## config.mk

```make
export PLATFORM = sky130hd
export DESIGN_NAME = nat64_address_synthesis
export DESIGN_NICKNAME = d
export VERILOG_FILES = /design/src/design/nat64as_pkg.sv /design/src/design/nat64as_rewrite.sv /design/src/design/nat64_address_synthesis.sv
export SDC_FILE = /design/constraint.sdc
export NUM_CORES = 1
export LEC_CHECK = 0
export BUFFER_PORTS_ARGS = -buffer_cell sky130_fd_sc_hd__buf_4
export CAP_MARGIN = 20
export CORE_MARGIN = 4
export CORE_UTILIZATION = 50
export DETAILED_ROUTE_END_ITERATION = 8
export PLACE_DENSITY = 0.74
export SYNTH_ARGS = -nofsm -noshare
export SYNTH_HDL_FRONTEND = slang
export SYNTH_SLANG_ARGS = --single-unit
```

## constraint.sdc

```tcl
create_clock -name clk_i -period 6.35 [get_ports clk_i]
set_input_delay 0.9525 -clock clk_i [delete_from_list [all_inputs] [get_ports clk_i]]
set_output_delay 0.9525 -clock clk_i [all_outputs]
set_load 0.01 [all_outputs]
```

## src/design/nat64as_pkg.sv

```systemverilog
// shared types and constants for the nat64 address synthesis block
package nat64as_pkg;

  // prefix length codes as carried on the result stream
  typedef enum logic [2:0] {
    PrefixLen96   = 3'd0,
    PrefixLen64   = 3'd1,
    PrefixLen56   = 3'd2,
    PrefixLen48   = 3'd3,
    PrefixLen40   = 3'd4,
    PrefixLen32   = 3'd5,
    PrefixUnknown = 3'd6
  } prefix_e;

  // well-known ipv4 addresses expected inside the synthesized address
  localparam logic [31:0] KnownAddrA   = 32'hC000_00AA;  // 192.0.0.170
  localparam logic [31:0] KnownAddrB   = 32'hC000_00AB;  // 192.0.0.171
  localparam logic [31:0] KnownAddrDoc = 32'hC000_0201;  // 192.0.2.1

  // field widths
  localparam int unsigned AddrHalfW = 64;
  localparam int unsigned Ipv4W     = 32;
  localparam int unsigned InDataW   = 160;
  localparam int unsigned OutDataW  = 136;

  // one input request
  typedef struct packed {
    logic [Ipv4W-1:0]     ipv4_addr;
    logic [AddrHalfW-1:0] addr_low;
    logic [AddrHalfW-1:0] addr_high;
  } request_t;

  // one rewritten address with its status
  typedef struct packed {
    prefix_e              prefix_code;
    logic                 prefix_valid;
    logic [AddrHalfW-1:0] result_low;
    logic [AddrHalfW-1:0] result_high;
  } result_t;

endpackage

```

## src/design/nat64as_rewrite.sv

```systemverilog
// prefix detection, embedded address check and ipv4 rewrite
module nat64as_rewrite (
  input  nat64as_pkg::request_t req_i,
  input  logic                  expect_doc_i,
  output nat64as_pkg::result_t  result_o
);

  logic [7:0]           b     [16];
  logic [7:0]           r     [16];
  logic [7:0]           v4    [4];
  logic [15:7]          nz;
  logic [8:0]           tz;
  logic [31:0]          emb;
  logic                 force_u;
  logic                 match;
  logic [63:0]          hi;
  logic [63:0]          lo;
  nat64as_pkg::prefix_e code;

  // split the address and target into bytes
  always_comb begin
    for (int i = 0; i < 8; i++) begin
      b[i]     = req_i.addr_high[63-8*i -: 8];
      b[8 + i] = req_i.addr_low[63-8*i -: 8];
    end
    for (int i = 0; i < 4; i++) begin
      v4[i] = req_i.ipv4_addr[31-8*i -: 8];
    end
    for (int i = 7; i < 16; i++) begin
      nz[i] = |b[i];
    end
  end

  // tz[k]: the last k bytes are all zero
  always_comb begin
    tz[0] = 1'b1;
    for (int k = 1; k < 9; k++) begin
      tz[k] = tz[k-1] & ~nz[16-k];
    end
  end

  // prefix length from the trailing zero byte count
  always_comb begin
    if (nz[15]) begin
      code = nat64as_pkg::PrefixLen96;
    end else if (tz[3] && nz[12]) begin
      code = nat64as_pkg::PrefixLen64;
    end else if (tz[4] && nz[11]) begin
      code = nat64as_pkg::PrefixLen56;
    end else if (tz[5] && nz[10]) begin
      code = nat64as_pkg::PrefixLen48;
    end else if (tz[6] && nz[9]) begin
      code = nat64as_pkg::PrefixLen40;
    end else if (tz[8] && nz[7]) begin
      code = nat64as_pkg::PrefixLen32;
    end else begin
      code = nat64as_pkg::PrefixUnknown;
    end
  end

  // pick the embedded address and drop the target into its place
  always_comb begin
    for (int i = 0; i < 16; i++) begin
      r[i] = b[i];
    end
    force_u = 1'b1;
    case (code)
      nat64as_pkg::PrefixLen64: begin
        emb = {b[9], b[10], b[11], b[12]};
        r[9] = v4[0]; r[10] = v4[1]; r[11] = v4[2]; r[12] = v4[3];
      end
      nat64as_pkg::PrefixLen56: begin
        emb = {b[7], b[9], b[10], b[11]};
        r[7] = v4[0]; r[9] = v4[1]; r[10] = v4[2]; r[11] = v4[3];
      end
      nat64as_pkg::PrefixLen48: begin
        emb = {b[6], b[7], b[9], b[10]};
        r[6] = v4[0]; r[7] = v4[1]; r[9] = v4[2]; r[10] = v4[3];
      end
      nat64as_pkg::PrefixLen40: begin
        emb = {b[5], b[6], b[7], b[9]};
        r[5] = v4[0]; r[6] = v4[1]; r[7] = v4[2]; r[9] = v4[3];
      end
      nat64as_pkg::PrefixLen32: begin
        emb = {b[4], b[5], b[6], b[7]};
        r[4] = v4[0]; r[5] = v4[1]; r[6] = v4[2]; r[7] = v4[3];
      end
      default: begin
        // /96 and unrecognized counts both use the last four bytes
        emb = {b[12], b[13], b[14], b[15]};
        r[12] = v4[0]; r[13] = v4[1]; r[14] = v4[2]; r[15] = v4[3];
        force_u = 1'b0;
      end
    endcase
    // u byte is reserved and cleared for the /64 to /32 prefixes
    if (force_u) begin
      r[8] = 8'd0;
    end
  end

  // compare against the expected well-known address
  always_comb begin
    if (code == nat64as_pkg::PrefixUnknown) begin
      match = 1'b0;
    end else if (expect_doc_i) begin
      match = (emb == nat64as_pkg::KnownAddrDoc);
    end else begin
      match = (emb == nat64as_pkg::KnownAddrA) || (emb == nat64as_pkg::KnownAddrB);
    end
  end

  // reassemble the rewritten address
  always_comb begin
    for (int i = 0; i < 8; i++) begin
      hi[63-8*i -: 8] = r[i];
      lo[63-8*i -: 8] = r[8 + i];
    end
  end

  assign result_o.result_high  = hi;
  assign result_o.result_low   = lo;
  assign result_o.prefix_valid = match;
  assign result_o.prefix_code  = code;

endmodule

```

## src/design/nat64_address_synthesis.sv

```systemverilog
// top level of the nat64 address synthesis block
// Rewrites a DNS64-synthesized IPv6 address with a target IPv4 address at the
// RFC 6052 positions, inferring the prefix length (/96 to /32) from the count
// of trailing zero bytes and checking the embedded well-known IPv4 address
// (192.0.0.170/171, or 192.0.2.1 when cfg_data_i was written to 1). One
// request is taken every clock while the result side does not stall; each
// result passes through the input register and then the result register,
// with the combinational rewrite logic between them. Backpressure on the
// result side stalls both registers. cfg_data_i is to be written only while
// no request is in flight.
module nat64_address_synthesis (
  input  logic         clk_i,
  input  logic         rst_ni,
  // configuration write
  input  logic         cfg_valid_i,
  output logic         cfg_ready_o,
  input  logic         cfg_data_i,     // expect_doc_address
  // request stream
  input  logic         s_axis_tvalid,
  output logic         s_axis_tready,
  input  logic [159:0] s_axis_tdata,   // addr_high, addr_low, ipv4_addr
  // result stream
  output logic         m_axis_tvalid,
  input  logic         m_axis_tready,
  output logic [135:0] m_axis_tdata    // result_high, result_low, prefix_valid,
                                       // prefix_code, zero pad
);

  logic                  expect_doc_q;
  logic                  in_valid_q;
  nat64as_pkg::request_t in_req_q;
  logic                  out_valid_q;
  nat64as_pkg::result_t  out_res_q;
  nat64as_pkg::result_t  res_d;
  logic                  out_ready;

  // configuration register, always writable
  assign cfg_ready_o = 1'b1;

  always_ff @(posedge clk_i or negedge rst_ni) begin
    if (!rst_ni) begin
      expect_doc_q <= 1'b0;
    end else if (cfg_valid_i) begin
      expect_doc_q <= cfg_data_i;
    end
  end

  // stall handling: each stage moves when the one after it has room
  assign out_ready     = !out_valid_q || m_axis_tready;
  assign s_axis_tready = !in_valid_q || out_ready;

  // input register
  always_ff @(posedge clk_i or negedge rst_ni) begin
    if (!rst_ni) begin
      in_valid_q <= 1'b0;
    end else if (s_axis_tready) begin
      in_valid_q <= s_axis_tvalid;
    end
  end

  always_ff @(posedge clk_i) begin
    if (s_axis_tvalid && s_axis_tready) begin
      in_req_q <= s_axis_tdata;
    end
  end

  // rewrite logic
  nat64as_rewrite u_rewrite (
    .req_i        (in_req_q),
    .expect_doc_i (expect_doc_q),
    .result_o     (res_d)
  );

  // result register
  always_ff @(posedge clk_i or negedge rst_ni) begin
    if (!rst_ni) begin
      out_valid_q <= 1'b0;
    end else if (out_ready) begin
      out_valid_q <= in_valid_q;
    end
  end

  always_ff @(posedge clk_i) begin
    if (out_ready && in_valid_q) begin
      out_res_q <= res_d;
    end
  end

  assign m_axis_tvalid = out_valid_q;
  assign m_axis_tdata  = {4'd0, out_res_q};

endmodule
```

; ---- Word level (Yosys, flattened, before mapping)
; Cells that the tools add are included.
; W data, S select, Z words.
[op_classes]
add_sub_neg = 0
n_mul = 0
n_div = 0
order_cmp = 0
eq_ne = 9
n_shift = 0
n_mux = 18
bitwise = 15
n_reduce_logical = 23
[op_table]
columns = operator, count
row1 = $pmux W32 S5, 1
row2 = $eq A32 B32 Y1 const B, 3
row3 = $reduce_or A8 Y1, 9
row4 = $pmux W8 S4, 2
row5 = $pmux W8 S2, 3
row6 = $pmux W8 S3, 2
row7 = $mux W24, 1
row8 = $mux W3, 5
row9 = $eq A3 B3 Y1 const B, 3
row10 = $mux W8, 1
row11 = $not A1 Y1, 8
row12 = $and A1 B1 Y1, 7
row13 = $logic_and A1 B1 Y1, 7
row14 = $eq A3 B2 Y1 const B, 2
row15 = $reduce_or A5 Y1, 1
row16 = $reduce_or A4 Y1, 1
row17 = $eq A3 B1 Y1 const B, 1
row18 = $logic_or A1 B1 Y1, 3
row19 = $logic_not A1 Y1, 2
row20 = $mux W1, 2
row21 = $mux W2, 1
[word_totals]
reg_bits = 295
latchBits = 0
ram_bits = 0
rom_bits = 0
inputBits = 166
out_inout_bits = 139
wordCells = 76
n_memories = 0

; ---- Longest topological paths before layout
[depth]
ltp_word = 21
ltp_mapped = 11
mapped_depth_nobuf = 8

; ---- Modules after synthesis
; From an unflattened synthesis, not the netlist that was laid out.
[unflattened]
hier_cells = 735
area_unflattened_um2 = 11735.0
[modules_own_cells]
columns = module, n_inst, cells_each, area_per_inst_um2, seq_area_each_um2
row1 = nat64_address_synthesis, 1, 309, 8953.6, 8843.5
row2 = nat64as_rewrite, 1, 426, 2781.4, 0.0

; ---- Worst setup path after synthesis
; Ideal clock, no wire load.
[synth_timing]
kind = input to register
start = input port m_axis_tready
end = register in_req_q[0] (netlist name) (enable)
setup_time_ns = 0.539
arrival_time_ns = 4.834
t_required_ns = 5.811
setup_slack_ns = 0.977
cell_stages = 2
n_path_buf = 0
path_cell_list = nand3b_1 -> and2_1
[synth_via]
elab_chain_cells = 3
[synth_rtl]
columns = element, line_no
row1 = from (decl), nat64_address_synthesis.sv:24  ; input logic m_axis_tready,
row2 = $logic_or A1 B1 Y1, nat64_address_synthesis.sv:49  ; assign out_ready = !out_valid_q || m_axis_tready;
row3 = $logic_or A1 B1 Y1, nat64_address_synthesis.sv:50  ; assign s_axis_tready = !in_valid_q || out_ready;
row4 = $logic_and A1 B1 Y1, nat64_address_synthesis.sv:62  ; if (s_axis_tvalid && s_axis_tready) begin
row5 = to (signal assigned), nat64_address_synthesis.sv:63  ; in_req_q <= s_axis_tdata;
row6 = to (decl), nat64_address_synthesis.sv:31  ; nat64as_pkg::request_t in_req_q;
; Every way passes these cells.
; A chain may end at the register's enable or synchronous reset.

==> flow_summary.ini <==
[clock_tree]
clkSinkCount = 295
clockBufferDepth = 3
postCtsHoldBufs = 0
root_buffer = clkbuf_16
post-cts-setup-buffers = 0
clk_latency_ns = 0.56
cts_buffers = 30
cts_resized = 0
cts_max_level = 1
clkTransAtPathRegs_ns = 0.06
cts_tree = built

[floorplanning]
core_region_area_um2 = 22640
start_util = 0.5095
dieWidth_um = 159.9
rows = 55
dieArea_um2 = 25570
io_pins = 305
die-height_um = 159.9

[sta]
hold_viol_final = 0
period_minus_slack_ns = 3.515
setup_viol = 0
worst_slack_ns = 2.835
worst_slew_pin_slew_ns = 0.9282
grt_setup_unrepaired = no
drv_slew = 0
slew_headroom = 0.3812
fmax_mhz = 284.5
setup_tns_ns = 0
worst_clock_skew_ns = 0.01844
fin_crit_sh = 0.5535

[global_routing]
grt_max_degree = 77
grt_pass1_vias = 7674
grtUsageTotal = 0.2321
grt.overflow.total = 0
grt_pass1_wl_um = 45790
antenna_found_initial = 0

[synthesis]
syn_area_um2 = 11540
synth_area_leader_cell = edfxtp_1
ys.flop_type = edfxtp_1
synth_edf_count = 292
synth_area_leaders = edfxtp_1, a22oi_1, and2_1
ys_top_cells_by_count = edfxtp_1, nand2_1, and2_1, a22oi_1, nor2_1
synth_seq_cells = 295
yosysSeqAreaShare = 0.7666
yosysWarnings = 0
yosysMostFrequentCell = edfxtp_1
synth_top_area_share = 0.7601
postSynthAreaPerCell_um2 = 16.23
postSynthCellCount = 711
synth_cell_types = 59
synthArstFlopShare = 0.01017

[setup_path]
reg2reg_slack_ns = 2.84
cp_max_fo = 41
crit_required_ns = 6.60
path_class = register to register
start_kind = register
cp.arrival_ns = 3.77
critPathCaptureType = register

[placed_design]
gp_congestion = 0.9124
pre_cts_slack_ns = 2.806
hpwl_um = 22370
port_buffers = 299
place_area_um2 = 13980

[route]
num_vias = 7681
ant_nets = 0
drc = 28
vias_per_cell = 5.810
drt_pass1_iterations = 9
drt-total-wl_um = 31100
drt_iter0_markers = 1019
avgRoutedWirePerCell_um = 23.52

[final_layout]
diodes = 0
drive_gt1_frac = 0.3693
stdcell_area_um2 = 14920
fillCellCount = 1662
synthToLayoutAreaGrowth_pct = 29.32
nets = 1179

[power_and_ir_drop]
leakage_nw = 5.668
power.density_nw_per_um2 = 293.4
vdd_drop_max_v = 0.0002283

[min_path]
hold_class = input port to asynchronous set/reset pin

[job]
cap_violations = 0

[outcome]
status = finished with violations
violations = design-rule violations
[worst max-delay path: stages (launching register included)]
cell and delay, ns:
edfxtp_1 0.41, or4_4 0.54, nor3_4 0.15, and4_1 0.66, and2_4 0.58, nand2b_1 0.54, nand2_1 0.10, o21ai_0 0.11
a22oi_1 0.12
[layer usage]
metal	track usage	routed length, um
met1	0.3100	12220
met3	0.05419	2991
met4	0.08291	1157
met5	0	0
met2	0.3777	14730
[final timing paths]
| path | depth (start not counted) | from | end |
|---|---|---|---|
| max | 8 | in_req_q[73] | m_axis_tdata[7] |
| max reg2reg | 8 | in_req_q[73] | m_axis_tdata[7] |
| min reg2reg | 0 | in_req_q[38] | m_axis_tdata[38] |
| min | 1 | rst_ni | expect_doc_q |
| min in group clk_i | 0 | in_req_q[38] | m_axis_tdata[38] |
| max in group asynchronous | 1 | rst_ni | in_valid_q |
[final cells by class]
type	count	area (um^2)	share of cell area
multi-input cells	375	2474	0.1658
well taps	285	356.6	0.02390
inverters	5	18.77	0.001258
flip-flops and latches	295	8843	0.5928
clock inverters	20	126.4	0.008471
repair buffers	306	2305	0.1545
clock buffers	36	794.5	0.05326
[per-stage QoR]
stage / std cells / hold slack [ns] / power (W) / utilization
floorplan: 714 / 0.4003 / 0.002549 / -
global placement: 1265 / 0.4004 / 0.002774 / 0.6176
detailed placement: 1265 / 0.4045 / 0.002782 / 0.6176
CTS: 1321 / 0.1636 / 0.004411 / 0.6582
global route: 1322 / 0.1685 / 0.004528 / 0.6589
finish: 1322 / 0.1791 / 0.004377 / 0.6589
[report_power, final]
part	switching [W]	total (W)	internal (W)
clock	0.000707	0.00164	0.000930
sequential	0.0000920	0.00240	0.00231
combinational	0.000168	0.000338	0.000171
total	0.000967	0.00438	0.00341
[cells in the final DEF, fill, tap and decap left out, types with 10 or more instances in the layout]
cell type / n
a222oi_1: 23
a22o_1: 14
a22oi_1: 36
and2_1: 37
buf_4: 305
clkbuf_16: 31
edfxtp_1: 292
mux2_2: 10
nand2_1: 62
nand3_1: 17
nor2_1: 33
nor4_1: 14
o21ai_0: 13
[logic make-up after synthesis]
family / synth area share
AND/OR/NAND/NOR: 0.1066
AO/OA/AOI/OAI: 0.09555
buffers and inverters: 0.02082
multiplexers: 0.009762
flip-flops: 0.7666
other: 0.0006510
[flip-flops by register name (all words and copies together) (netlist names)]
signal         cells
m_axis_tdata     132
m_axis_tvalid      1
in_req_q         160
expect_doc_q       1
in_valid_q         1
No activity file was read; power rests on OpenSTA's default activity.
